`src/sv/cfm_pkg.sv`:
```
package cfm_pkg;

  // Configuration port
  localparam int CFG_IDX_W  = 3;
  localparam int CFG_DATA_W = 24;

  localparam logic [CFG_IDX_W-1:0] REG_TIMER_CLOCK    = 3'd0;
  localparam logic [CFG_IDX_W-1:0] REG_LOW_BAND       = 3'd1;
  localparam logic [CFG_IDX_W-1:0] REG_HIGH_BAND      = 3'd2;
  localparam logic [CFG_IDX_W-1:0] REG_WINDOW_LOW     = 3'd3;
  localparam logic [CFG_IDX_W-1:0] REG_WINDOW_MID     = 3'd4;
  localparam logic [CFG_IDX_W-1:0] REG_WINDOW_HIGH    = 3'd5;
  localparam logic [CFG_IDX_W-1:0] REG_PULSES_PER_REV = 3'd6;

  // Register widths and reset values
  localparam int CLK_W  = 24;
  localparam int WCFG_W = 7;
  localparam int PPR_W  = 8;

  localparam logic [CLK_W-1:0]  RST_TIMER_CLOCK = 24'd100000;
  localparam logic [CLK_W-1:0]  RST_LOW_BAND    = 24'd100;
  localparam logic [CLK_W-1:0]  RST_HIGH_BAND   = 24'd1000;
  localparam logic [WCFG_W-1:0] RST_WINDOW_LOW  = 7'd4;
  localparam logic [WCFG_W-1:0] RST_WINDOW_MID  = 7'd16;
  localparam logic [WCFG_W-1:0] RST_WINDOW_HIGH = 7'd64;
  localparam logic [PPR_W-1:0]  RST_PPR         = 8'd1;

  // Input item
  localparam logic OP_OVERFLOW = 1'b0;
  localparam logic OP_CAPTURE  = 1'b1;

  localparam int CAP_W       = 16;
  localparam int IN_TDATA_W  = 24;
  localparam int PENDING_BIT = 16;

  // Result item, field positions in the output tdata
  localparam int FREQ_W      = 32;
  localparam int HZ_W        = 24;
  localparam int RPM_W       = 30;
  localparam int NWIN_W      = 7;
  localparam int RAW_LSB     = 0;
  localparam int SMOOTH_LSB  = 32;
  localparam int HZ_LSB      = 64;
  localparam int RPM_LSB     = 88;
  localparam int NWIN_LSB    = 118;
  localparam int OUT_TDATA_W = 128;

  localparam int Q8_BITS = 8;

  // Shared divider
  localparam int DIV_W = 40;
  localparam int DVS_W = 32;

  typedef struct packed {
    logic             start;
    logic [DIV_W-1:0] dividend;
    logic [DVS_W-1:0] divisor;
  } div_req_t;

  typedef struct packed {
    logic             done;
    logic [DIV_W-1:0] quotient;
  } div_rsp_t;

endpackage

```
`src/sv/cfm_div.sv`:
```
// Restoring divider, one quotient bit per cycle. The quotient is valid from
// the cycle in which done is high until the next start.
module cfm_div
  import cfm_pkg::*;
(
  input  logic     clk_i,
  input  logic     rst_ni,
  input  div_req_t req_i,
  output div_rsp_t rsp_o
);

  localparam int CNT_W = $clog2(DIV_W + 1);

  logic             active_q;
  logic             done_q;
  logic [CNT_W-1:0] cnt_q;
  logic [DVS_W-1:0] rem_q, rem_d;
  logic [DVS_W-1:0] dvs_q;
  logic [DIV_W-1:0] quo_q, quo_d;

  logic [DVS_W:0]   shifted;
  logic [DVS_W+1:0] diff;
  logic             fits;

  always_comb begin
    shifted = {rem_q, quo_q[DIV_W-1]};
    diff    = {1'b0, shifted} - {2'b00, dvs_q};
    fits    = ~diff[DVS_W+1];
    rem_d   = fits ? diff[DVS_W-1:0] : shifted[DVS_W-1:0];
    quo_d   = {quo_q[DIV_W-2:0], fits};
  end

  always_ff @(posedge clk_i or negedge rst_ni) begin
    if (!rst_ni) begin
      active_q <= 1'b0;
      done_q   <= 1'b0;
      cnt_q    <= '0;
    end else begin
      done_q <= active_q && !req_i.start && (cnt_q == CNT_W'(1));
      if (req_i.start) begin
        active_q <= 1'b1;
        cnt_q    <= CNT_W'(DIV_W);
      end else if (active_q) begin
        cnt_q <= cnt_q - CNT_W'(1);
        if (cnt_q == CNT_W'(1)) begin
          active_q <= 1'b0;
        end
      end
    end
  end

  always_ff @(posedge clk_i) begin
    if (req_i.start) begin
      quo_q <= req_i.dividend;
      rem_q <= '0;
      dvs_q <= req_i.divisor;
    end else if (active_q) begin
      quo_q <= quo_d;
      rem_q <= rem_d;
    end
  end

  assign rsp_o.done     = done_q;
  assign rsp_o.quotient = quo_q;

endmodule

```
`src/sv/capture_frequency_meter.sv`:
```
// Reciprocal frequency meter with adaptive averaging. Each input item is
// either a timer overflow tick or a capture edge carrying the 16-bit timer
// count; overflow ticks extend it to a 32-bit timestamp. After window+1
// capture edges the block emits one result item: the window frequency
// clock*window*256/ticks in unsigned Q.8 (rounded, saturated), a moving
// average over up to SMOOTH_DEPTH results, the average rounded to Hz, rpm,
// the window chosen for the next measurement from the frequency bands, and a
// flag that tells when a jump (below half or above twice the last value)
// restarted the average. Overflow ticks and capture edges that do not close a
// window leave the input side ready. An edge that closes a window with a
// nonzero span keeps the input side not ready until its result is in the
// output register, longer while an earlier result still waits: three
// divisions of 40 quotient bits run one after the other on a single shared
// restoring divider, and the average is summed from the history memory one
// entry at a time, a read and then an add per entry. A finished result waits
// in the output register while further items are taken; the block stalls
// only if a second result is ready before the first has been taken.
module capture_frequency_meter
  import cfm_pkg::*;
#(
  parameter int MAX_WINDOW   = 64,
  parameter int SMOOTH_DEPTH = 10
) (
  input  logic                   clk_i,
  input  logic                   rst_ni,
  // Input items
  input  logic                   s_axis_tvalid_i,
  output logic                   s_axis_tready_o,
  // [15:0] capture_value, [16] overflow_pending, [23:17] zero
  input  logic [IN_TDATA_W-1:0]  s_axis_tdata_i,
  // [0] operation
  input  logic [0:0]             s_axis_tuser_i,
  // Result items
  output logic                   m_axis_tvalid_o,
  input  logic                   m_axis_tready_i,
  // [31:0] raw_freq_q8, [63:32] smooth_freq_q8, [87:64] freq_hz,
  // [117:88] rpm, [124:118] next_window, [127:125] zero
  output logic [OUT_TDATA_W-1:0] m_axis_tdata_o,
  // [0] smoothing_cleared
  output logic [0:0]             m_axis_tuser_o,
  // Configuration writes
  input  logic                   cfg_valid_i,
  output logic                   cfg_ready_o,
  input  logic [CFG_IDX_W-1:0]   cfg_index_i,
  input  logic [CFG_DATA_W-1:0]  cfg_data_i
);

  localparam int WIN_W  = $clog2(MAX_WINDOW + 1);
  localparam int IDX_W  = (SMOOTH_DEPTH > 1) ? $clog2(SMOOTH_DEPTH) : 1;
  localparam int FILL_W = $clog2(SMOOTH_DEPTH + 1);
  localparam int ACC_W  = FREQ_W + $clog2(SMOOTH_DEPTH);
  localparam int PROD_W = CLK_W + WIN_W;

  localparam logic [WIN_W-1:0]  MaxWin   = WIN_W'(MAX_WINDOW);
  localparam logic [WIN_W-1:0]  WinReset = (int'(RST_WINDOW_MID) > MAX_WINDOW) ?
                                           WIN_W'(MAX_WINDOW) : WIN_W'(RST_WINDOW_MID);
  localparam logic [IDX_W-1:0]  LastIdx  = IDX_W'(SMOOTH_DEPTH - 1);
  localparam logic [FILL_W-1:0] FullFill = FILL_W'(SMOOTH_DEPTH);

  typedef enum logic [3:0] {
    ST_IDLE,
    ST_MUL,
    ST_RAW_GO,
    ST_RAW_WAIT,
    ST_BAND,
    ST_STORE,
    ST_SUM_RD,
    ST_SUM_ACC,
    ST_AVG_GO,
    ST_AVG_WAIT,
    ST_HZ,
    ST_RPM_GO,
    ST_RPM_WAIT,
    ST_OUT
  } state_e;

  // A window register of zero acts as one; above the maximum it saturates.
  function automatic logic [WIN_W-1:0] clamp_win(input logic [WCFG_W-1:0] w);
    logic [WIN_W-1:0] r;
    if (w == '0) begin
      r = WIN_W'(1);
    end else if (w > WCFG_W'(MAX_WINDOW)) begin
      r = MaxWin;
    end else begin
      r = WIN_W'(w);
    end
    return r;
  endfunction

  function automatic logic [FREQ_W-1:0] sat_freq(input logic [DIV_W-1:0] q);
    logic [FREQ_W-1:0] r;
    r = (|q[DIV_W-1:FREQ_W]) ? '1 : q[FREQ_W-1:0];
    return r;
  endfunction

  // Configuration registers
  logic [CLK_W-1:0]  timer_clock_q, low_band_q, high_band_q;
  logic [WCFG_W-1:0] window_low_q, window_mid_q, window_high_q;
  logic [PPR_W-1:0]  ppr_q;

  // Measurement state
  state_e            state_q;
  logic [CAP_W-1:0]  ovf_cnt_q;
  logic [31:0]       first_ts_q;
  logic [WIN_W-1:0]  edge_cnt_q;
  logic [WIN_W-1:0]  window_size_q;
  logic [31:0]       ticks_q;
  logic [WIN_W-1:0]  win_q;
  logic [PROD_W-1:0] prod_q;
  logic [FREQ_W-1:0] raw_q;
  logic [FREQ_W-1:0] last_q;
  logic              cleared_q;
  logic [IDX_W-1:0]  pos_q;
  logic [FILL_W-1:0] fill_q;
  logic [IDX_W-1:0]  idx_q;
  logic [ACC_W-1:0]  acc_q;
  logic [FREQ_W-1:0] smooth_q;
  logic [HZ_W-1:0]   hz_q;
  logic [RPM_W-1:0]  rpm_q;

  // Output register
  logic                   out_valid_q;
  logic [OUT_TDATA_W-1:0] out_data_q;
  logic                   out_user_q;

  // History of recent results
  logic [FREQ_W-1:0] ring_mem [SMOOTH_DEPTH];
  logic [FREQ_W-1:0] ring_rd_q;

  div_req_t div_req;
  div_rsp_t div_rsp;

  // Timestamp of the edge being accepted
  logic [CAP_W-1:0]  cap_val;
  logic              cap_pending;
  logic [CAP_W-1:0]  ovf_sel;
  logic [31:0]       timestamp;
  logic [31:0]       ticks;
  logic              in_fire;

  // Combinational helpers for the later steps
  logic              jump;
  logic [IDX_W-1:0]  wr_pos;
  logic [FREQ_W:0]   hz_sum;
  logic [RPM_W-1:0]  hz_x60;
  logic [PPR_W-1:0]  ppr_eff;

  assign cfg_ready_o     = 1'b1;
  assign s_axis_tready_o = (state_q == ST_IDLE);
  assign in_fire         = s_axis_tvalid_i && s_axis_tready_o;

  assign cap_val     = s_axis_tdata_i[CAP_W-1:0];
  assign cap_pending = s_axis_tdata_i[PENDING_BIT];

  always_comb begin
    // An overflow that the timer flagged as pending takes this edge's overflow
    // count one lower, but only when the capture sits in the lower half of the count.
    ovf_sel   = ovf_cnt_q - CAP_W'(cap_pending && !cap_val[CAP_W-1]);
    timestamp = {ovf_sel, cap_val};
    ticks     = timestamp - first_ts_q;
  end

  // Jump test against the newest history entry, skipped when it is zero or the history is empty.
  assign jump = (fill_q != '0) && (last_q != '0) &&
                (({raw_q, 1'b0} < {1'b0, last_q}) || ({1'b0, raw_q} > {last_q, 1'b0}));

  assign wr_pos  = cleared_q ? '0 : pos_q;
  assign hz_sum  = {1'b0, smooth_q} + (FREQ_W + 1)'(128);
  assign hz_x60  = {hz_q, 6'b0} - {4'b0, hz_q, 2'b0};
  assign ppr_eff = (ppr_q == '0) ? PPR_W'(1) : ppr_q;

  // The divider is shared by the three divisions of a measurement.
  always_comb begin
    div_req = '0;
    unique case (state_q)
      ST_RAW_GO: begin
        div_req.start    = 1'b1;
        div_req.dividend = DIV_W'({prod_q, {Q8_BITS{1'b0}}}) + DIV_W'(ticks_q[31:1]);
        div_req.divisor  = ticks_q;
      end
      ST_AVG_GO: begin
        div_req.start    = 1'b1;
        div_req.dividend = DIV_W'(acc_q) + DIV_W'(fill_q >> 1);
        div_req.divisor  = DVS_W'(fill_q);
      end
      ST_RPM_GO: begin
        div_req.start    = 1'b1;
        div_req.dividend = DIV_W'(hz_x60);
        div_req.divisor  = DVS_W'(ppr_eff);
      end
      default: begin
      end
    endcase
  end

  cfm_div u_div (
    .clk_i  (clk_i),
    .rst_ni (rst_ni),
    .req_i  (div_req),
    .rsp_o  (div_rsp)
  );

  // Configuration writes
  always_ff @(posedge clk_i or negedge rst_ni) begin
    if (!rst_ni) begin
      timer_clock_q <= RST_TIMER_CLOCK;
      low_band_q    <= RST_LOW_BAND;
      high_band_q   <= RST_HIGH_BAND;
      window_low_q  <= RST_WINDOW_LOW;
      window_mid_q  <= RST_WINDOW_MID;
      window_high_q <= RST_WINDOW_HIGH;
      ppr_q         <= RST_PPR;
    end else if (cfg_valid_i && cfg_ready_o) begin
      unique case (cfg_index_i)
        REG_TIMER_CLOCK:    timer_clock_q <= cfg_data_i;
        REG_LOW_BAND:       low_band_q    <= cfg_data_i;
        REG_HIGH_BAND:      high_band_q   <= cfg_data_i;
        REG_WINDOW_LOW:     window_low_q  <= cfg_data_i[WCFG_W-1:0];
        REG_WINDOW_MID:     window_mid_q  <= cfg_data_i[WCFG_W-1:0];
        REG_WINDOW_HIGH:    window_high_q <= cfg_data_i[WCFG_W-1:0];
        REG_PULSES_PER_REV: ppr_q         <= cfg_data_i[PPR_W-1:0];
        default: begin
        end
      endcase
    end
  end

  // History memory: one write while storing, one registered read per entry while summing.
  always_ff @(posedge clk_i) begin
    if (state_q == ST_STORE) begin
      ring_mem[wr_pos] <= raw_q;
    end
    if (state_q == ST_SUM_RD) begin
      ring_rd_q <= ring_mem[idx_q];
    end
  end

  // Sequencer
  always_ff @(posedge clk_i or negedge rst_ni) begin
    if (!rst_ni) begin
      state_q       <= ST_IDLE;
      ovf_cnt_q     <= '0;
      first_ts_q    <= '0;
      edge_cnt_q    <= '0;
      window_size_q <= WinReset;
      pos_q         <= '0;
      fill_q        <= '0;
      idx_q         <= '0;
      out_valid_q   <= 1'b0;
    end else begin
      // A taken result frees the output register; the final step refills it
      // in the same cycle on its own.
      if (m_axis_tready_i && (state_q != ST_OUT)) begin
        out_valid_q <= 1'b0;
      end

      unique case (state_q)
        ST_IDLE: begin
          if (in_fire) begin
            if (s_axis_tuser_i[0] == OP_OVERFLOW) begin
              ovf_cnt_q <= ovf_cnt_q + CAP_W'(1);
            end else begin
              if (edge_cnt_q == '0) begin
                first_ts_q <= timestamp;
              end
              if (edge_cnt_q >= window_size_q) begin
                // This edge closes the window; an empty span is dropped.
                edge_cnt_q <= '0;
                ticks_q    <= ticks;
                win_q      <= window_size_q;
                if (ticks != '0) begin
                  state_q <= ST_MUL;
                end
              end else begin
                edge_cnt_q <= edge_cnt_q + WIN_W'(1);
              end
            end
          end
        end

        ST_MUL: begin
          prod_q  <= PROD_W'(timer_clock_q * win_q);
          state_q <= ST_RAW_GO;
        end

        ST_RAW_GO: state_q <= ST_RAW_WAIT;

        ST_RAW_WAIT: begin
          if (div_rsp.done) begin
            raw_q   <= sat_freq(div_rsp.quotient);
            state_q <= ST_BAND;
          end
        end

        ST_BAND: begin
          priority if (raw_q < {low_band_q, {Q8_BITS{1'b0}}}) begin
            window_size_q <= clamp_win(window_low_q);
          end else if (raw_q < {high_band_q, {Q8_BITS{1'b0}}}) begin
            window_size_q <= clamp_win(window_mid_q);
          end else begin
            window_size_q <= clamp_win(window_high_q);
          end
          cleared_q <= jump;
          state_q   <= ST_STORE;
        end

        ST_STORE: begin
          // After a jump the history restarts at slot zero; only the slots
          // below the fill count are ever summed, so no clearing is needed.
          pos_q  <= (wr_pos == LastIdx) ? '0 : wr_pos + IDX_W'(1);
          if (cleared_q) begin
            fill_q <= FILL_W'(1);
          end else if (fill_q < FullFill) begin
            fill_q <= fill_q + FILL_W'(1);
          end
          last_q  <= raw_q;
          acc_q   <= '0;
          idx_q   <= '0;
          state_q <= ST_SUM_RD;
        end

        ST_SUM_RD: state_q <= ST_SUM_ACC;

        ST_SUM_ACC: begin
          acc_q <= acc_q + ACC_W'(ring_rd_q);
          if (FILL_W'(idx_q) + FILL_W'(1) == fill_q) begin
            state_q <= ST_AVG_GO;
          end else begin
            idx_q   <= idx_q + IDX_W'(1);
            state_q <= ST_SUM_RD;
          end
        end

        ST_AVG_GO: state_q <= ST_AVG_WAIT;

        ST_AVG_WAIT: begin
          if (div_rsp.done) begin
            smooth_q <= sat_freq(div_rsp.quotient);
            state_q  <= ST_HZ;
          end
        end

        ST_HZ: begin
          hz_q    <= hz_sum[FREQ_W] ? '1 : hz_sum[FREQ_W-1:Q8_BITS];
          state_q <= ST_RPM_GO;
        end

        ST_RPM_GO: state_q <= ST_RPM_WAIT;

        ST_RPM_WAIT: begin
          if (div_rsp.done) begin
            rpm_q   <= div_rsp.quotient[RPM_W-1:0];
            state_q <= ST_OUT;
          end
        end

        ST_OUT: begin
          if (!out_valid_q || m_axis_tready_i) begin
            out_valid_q <= 1'b1;
            out_data_q  <= {3'b000, NWIN_W'(window_size_q), rpm_q, hz_q, smooth_q, raw_q};
            out_user_q  <= cleared_q;
            state_q     <= ST_IDLE;
          end
        end

        default: state_q <= ST_IDLE;
      endcase
    end
  end

  assign m_axis_tvalid_o   = out_valid_q;
  assign m_axis_tdata_o    = out_data_q;
  assign m_axis_tuser_o[0] = out_user_q;

endmodule

```
`config.mk`:
```
export PLATFORM = sky130hd
export DESIGN_NAME = capture_frequency_meter
export DESIGN_NICKNAME = d
export VERILOG_FILES = /design/src/sv/cfm_pkg.sv /design/src/sv/cfm_div.sv /design/src/sv/capture_frequency_meter.sv
export SDC_FILE = /design/constraint.sdc
export NUM_CORES = 2
export LEC_CHECK = 0
export ABC_AREA = 1
export BUFFER_PORTS_ARGS = -buffer_cell sky130_fd_sc_hd__buf_4
export CORE_ASPECT_RATIO = 1.4
export CORE_MARGIN = 2
export CORE_UTILIZATION = 45
export DETAILED_ROUTE_END_ITERATION = 6
export SLEW_MARGIN = 30
export SYNTH_ARGS = -nofsm -noshare
export SYNTH_HDL_FRONTEND = slang
export SYNTH_SLANG_ARGS = --single-unit
```
`constraint.sdc`:
```
create_clock -name clk_i -period 14.5 [get_ports clk_i]
set_input_delay 0.725 -clock clk_i [delete_from_list [all_inputs] [get_ports clk_i]]
set_output_delay 0.725 -clock clk_i [all_outputs]
set_load 0.02 [all_outputs]
```
## Word level (Yosys, flattened, before mapping)

Memory sizes are Yosys's and may differ from the RTL's. A register that Yosys moved wholly into a read port is not among the register bits.
Index checks and enable logic that the tools add are counted.

| cells by class | value |
|---|---|
| add/sub/neg operators | 14 |
| reductions and logical operators | 49 |
| bitwise operators | 2 |
| equal/unequal tests | 32 |
| mux-type cells | 42 |
| multipliers | 1 |
| order comparisons | 9 |

Operators with widths:

| operator | number |
|---|---|
| case mux 73 bit (3 select lines) | 1 |
| two-way mux 40 bit | 2 |
| case mux 36 bit (2 select lines) | 1 |
| < comparator 32 bit | 2 |
| two-way mux 32 bit | 2 |
| nonzero test 32 bit | 2 |
| two-way mux 7 bit | 9 |
| two-way mux 4 bit | 14 |
| case mux 4 bit (14 select lines) | 1 |
| adder 39 x 31 -> 40 bit | 1 |
| adder 36 x 3 -> 37 bit | 1 |
| adder 36 x 32 -> 36 bit | 1 |
| subtractor 33 x 32 -> 34 bit | 1 |
| adder 32 x 8 -> 33 bit (second input constant) | 1 |
| > comparator 32 x 33 -> 1 bit | 1 |
| < comparator 33 x 32 -> 1 bit | 1 |
| subtractor 32 bit | 1 |
| multiplier 24 x 7 -> 31 bit | 1 |
| subtractor 30 x 26 -> 30 bit | 1 |
| == test 4 bit (second input constant) | 7 |
| zero test 7 bit | 4 |
| AND reduction 2 bit | 14 |
| > comparator 7 bit (second input constant) | 3 |
| AND reduction 3 bit | 6 |
| other kinds (35) | 71 |

| storage, ports and cells | value |
|---|---|
| memories kept | 1 |
| memory bits (writable) | 320 |
| bits in registers | 675 |
| output and inout port bits | 132 |
| logic and storage cells | 184 |

Memories:

| memory | depth | bits a word | rd ports | clocked after memory_dff | wr ports | RTL line | source |
|---|---|---|---|---|---|---|---|
| ring_mem | 10 | 32 | 1 | 1 | 1 | capture_frequency_meter.sv:127 | `logic [FREQ_W-1:0] ring_mem [SMOOTH_DEPTH];` |

## Longest topological paths before layout

| depth | value |
|---|---|
| depth after elaboration | 10 |
| depth in mapped cells | 30 |

## Hierarchy

From an unflattened synthesis, not the netlist that was laid out.

| second synthesis, totals | value |
|---|---|
| cells, all modules | 6315 |
| area total of the unflattened synthesis | 58009.4 µm² |

Modules (own cells, without submodules):

| module | cells an instance | times used | area each (µm²) |
|---|---|---|---|
| capture_frequency_meter | 5295 | 1 | 50648.6 |
| cfm_div | 1020 | 1 | 7360.8 |

## Worst setup path before layout

Ideal clock, no wire load.

| timing | value |
|---|---|
| kind | input-to-reg |
| from | input port rst_ni |
| to | register out_data_q[0] (netlist: m_axis_tdata_o[0]), enable pin |
| required time | 13735 ps |
| path buffers | 0 |
| stages on the path | 2 |
| arrival time | 9328 ps |
| slack | 4407 ps |
| path through | inv_1 -> nor3_1 |

| between the ends | value |
|---|---|
| longest elaborated chain between the ends | 1 |

RTL lines:

| what | RTL line | source |
|---|---|---|
| start: declaration | capture_frequency_meter.sv:25 | `input logic rst_ni,` |
| AND reduction 3 bit (no line) | -- |  |
| end signal: assignment | capture_frequency_meter.sv:360 | `out_data_q <= {3'b000, NWIN_W'(window_size_q), rpm_q, hz_q, smooth_q, raw_q};` |
| end: declaration | capture_frequency_meter.sv:123 | `logic [OUT_TDATA_W-1:0] out_data_q;` |

Every way passes these cells.
A chain may end at the register's enable or synchronous reset.

## Final worst setup path

| timing | value |
|---|---|
| from | register win_q[2] |
| to | register prod_q[26] (data pin) |

| between the ends | value |
|---|---|
| longest elaborated chain between the ends | 1 |

RTL lines:

| what | RTL line | source |
|---|---|---|
| start: declaration | capture_frequency_meter.sv:108 | `logic [WIN_W-1:0] win_q;` |
| start signal: assignment | capture_frequency_meter.sv:270 | `win_q <= window_size_q;` |
| multiplier 24 x 7 -> 31 bit | capture_frequency_meter.sv:282 | `prod_q <= PROD_W'(timer_clock_q * win_q);` |
| end signal: assignment | capture_frequency_meter.sv:282 |  |
| end: declaration | capture_frequency_meter.sv:109 | `logic [PROD_W-1:0] prod_q;` |

Every way passes these cells.

==> flow_summary.ini <==
[pwr]
leakagePower_nw = 27.6
p_per_area_nw_per_um2 = 121
ir_worst_vdd_mv = 0.117

[floorplanning]
fp.dieH_um = 424
die_x_um = 304
std_cell_rows = 154
dieArea_um2 = 129000
start_util_pct = 45.2
coreArea_um2 = 126000
num_io_pins = 189

[detailed_routing]
wl_per_cell_um = 20.5
totalWireLength_um = 163000
first_pass_iters = 6
num_vias = 42700
antenna_left = 0
drc = 0
drt-initial-drc-count = 3464
routed_via_density = 5.38

[timing]
tightest_slew_ps = 1050
hold_violations = 0
finalSetupViolations = 0
fin_crit_ps = 5520
fin_hold_ws_ps = 283
period_share_pct = 38.1
clock-skew-final_ps = 45.4
max_clock_freq_ghz = 0.181
slew_headroom_pct = 30.1
rsz0062_at_grt = no
final.setup.tns_ps = 0
slew_viol_final = 0

[synthesis]
syn_inst = 6024
synth_edf_count = 807
ys_seq_area_share_pct = 52.1
synthArstFlopShare_pct = 18.3
yosysUniqueCellTypes = 72
dominantRegCellSynth = edfxtp_1
synth_area_per_cell_um2 = 9.43
synth_seq_cells = 1027
syn_area_um2 = 56800
yosysWarnings = 0

[global_route]
grt_pass1_wl_um = 248000
grtUsageTotal_pct = 25.0
antenna_found_initial = 5
grt_start_max_net_pins = 145
overflow = 0
grt_pass1_vias = 41700

[cts]
htreeDepth = 3
cts_setup_buffers = 0
ctsHoldBuffers = 1
cts-resized-gates = 0
cts_tree = yes
clk_latency_ps = 740
cts.reportedPaths.clkPinSlew_ps = 70
clockBufferDepth = 3
root_buffer = clkbuf_16
numCtsBuffers = 100
clock_sinks = 1027

[finish]
layout-drive-gt1-share_pct = 9.04
nNetsFinal = 6689
final_core_util_pct = 50.7
synthToLayoutAreaGrowth_pct = 12.1

[place]
port-buffer-count = 177
place_hpwl_um = 117000
gp_congestion = 0.944

[setup_path]
critPathKind = reg -> reg
worstSetupEndpointType = flip-flop
arrival_ps = 5980
critPathMaxStageDelay_ps = 1010
crit_slowest_cell = edfxtp_1
crit_chain = nand2_1, fa_1, inv_1, fa_1, fa_1, inv_1, fa_1, inv_1, ha_1, a21oi_1, o21ai_0, a21o_1, a21oi_1, o21ai_1, a21oi_1, o21bai_1, xor2_1
crit_fanout = 24
required_ps = 14950
cpMostUsedCell = fa_1
cp_top_family = adder cells
path_buf_inv = 3
critPathLaunchType = flip-flop

[run]
drv_cap = 0

[worst_hold_path]
min_path_type = in -> reg

[outcome]
status = completed
[layout by cell type, fill, tap and decap left out, types with 15 or more instances in the layout]
master,instances
nand2_1,1165
inv_1,878
edfxtp_1,807
nor2_1,541
o21ai_0,538
a21oi_1,354
ha_1,317
buf_4,237
nand3_1,179
dfrtp_1,165
fa_1,114
o22ai_1,104
clkbuf_16,104
nand4_1,84
xor2_1,69
nor3_1,65
xnor2_1,45
dfxtp_1,32
nor4_1,27
o21ai_1,24
nand2_2,24
nor2_4,21
a21o_1,20
dfstp_2,20
nor2_2,18
clkbuf_1,18
inv_2,16
o211ai_1,16
a31oi_1,16
o2111ai_1,16
or2_2,16
o21a_1,15
clkinv_1,15
[report_power, final]
part	internal [W]	total, W	switching [W]
Combinational	0.000626	0.00159	0.000969
Sequential	0.00330	0.00338	0.0000773
Clock	0.00156	0.00275	0.00119
[state kept, by name (all words and copies together), names as in the netlist, 36 cells and up]
signal / cells
u_div.quo_q: 40
acc_q: 36
m_axis_tdata_o: 125
ring_mem: 320
[layer usage]
layer,vias up,part of all wire [%],GRT usage [%]
li1,20700,-,-
met1,20600,42,32.5
met2,1154,49,43.4
met3,243,5.1,2.60
met4,2,3.6,9.29
met5,-,0.0080,0
[area by class of cell]
class	count	area [µm²]
sequential	1027	29600
timing repair buffer	247	1940
clock buffer	125	2710
multi-input combinational	3928	23300
inverter	897	3370
antenna	2	5.00
fill	11700	62000
clock inverter	61	737
tap	1638	2050
[worst reg2reg max path, stage by stage, from the launching register on]
cell and delay, ps:
edfxtp_1 1010, nand2_1 180, fa_1 550, inv_1 50
fa_1 460, fa_1 540, inv_1 50, fa_1 530
inv_1 50, ha_1 350, a21oi_1 210, o21ai_0 110
a21o_1 200, a21oi_1 270, o21ai_1 150, a21oi_1 280
o21bai_1 130, xor2_1 160
[final timing paths]
check / start / endpoint / slack (ps) / cells after the start
worst max-delay path: win_q[2]$_DFFE_PP_ / prod_q[26]$_DFFE_PP_ / 8980 / 17
worst min-delay path: s_axis_tdata_i[13] / first_ts_q[13]$_DFFE_PN0P_ / 280 / 3
worst max register to register: win_q[2]$_DFFE_PP_ / prod_q[26]$_DFFE_PP_ / 8980 / 17
worst min register to register: rpm_q[5]$_DFFE_PP_ / m_axis_tdata_o[93]$_DFFE_PP_ / 420 / 0
max in group asynchronous: rst_ni / edge_cnt_q[2]$_DFFE_PN0P_ / 12730 / 3
min in group asynchronous: rst_ni / ovf_cnt_q[0]$_DFFE_PN0P_ / 540 / 2
[cells in the mapped netlist (20+ instances only)]
library cell,number,area [µm²]
nor2_1,557,2090
o21ai_0,538,2690
dfstp_2,20,526
dfxtp_1,32,641
nand4_1,84,526
nand2_1,1165,4370
nand2_2,24,150
fa_1,114,2280
nand3_1,180,901
o22ai_1,104,651
a21o_1,20,150
ha_1,317,3970
a21oi_1,354,1770
o21ai_1,24,120
edfxtp_1,807,24200
inv_1,880,3300
clkbuf_1,129,484
dfrtp_1,168,4200
xnor2_1,45,394
xor2_1,69,604
nor3_1,72,360
nor4_1,27,169
[cells by family (layout without fill, tap and decap cells)]
kind of cell,Yosys count,count (layout),synth area share (%)
XOR/XNOR,114,114,1.76
buffers and inverters,1071,1330,7.26
AO/OA/AOI/OAI,1182,1182,11.5
flip-flops,1027,1027,52.1
adder cells (fa/ha/maj),431,431,11.0
AND/OR/NAND/NOR,2196,2196,16.4
multiplexers,1,1,0.0176
other,2,6,0.0132
[stage by stage]
| stage | instances | total power, W | area, µm² | setup WS (ps) |
|---|---|---|---|---|
| 3_5_place_dp | 7730 | 0.00503 | 60100 | 8950 |
| 4_1_cts | 7917 | 0.00778 | 63600 | 8940 |
| 6_report | 7925 | 0.00772 | 63700 | 8980 |
| 2_1_floorplan | 6026 | 0.00466 | 56800 | 4410 |
| 5_1_grt | 7923 | 0.00813 | 63700 | 8700 |
| 3_3_place_gp | 7730 | 0.00501 | 60100 | 8990 |
No activity file was read; power rests on OpenSTA's default activity.
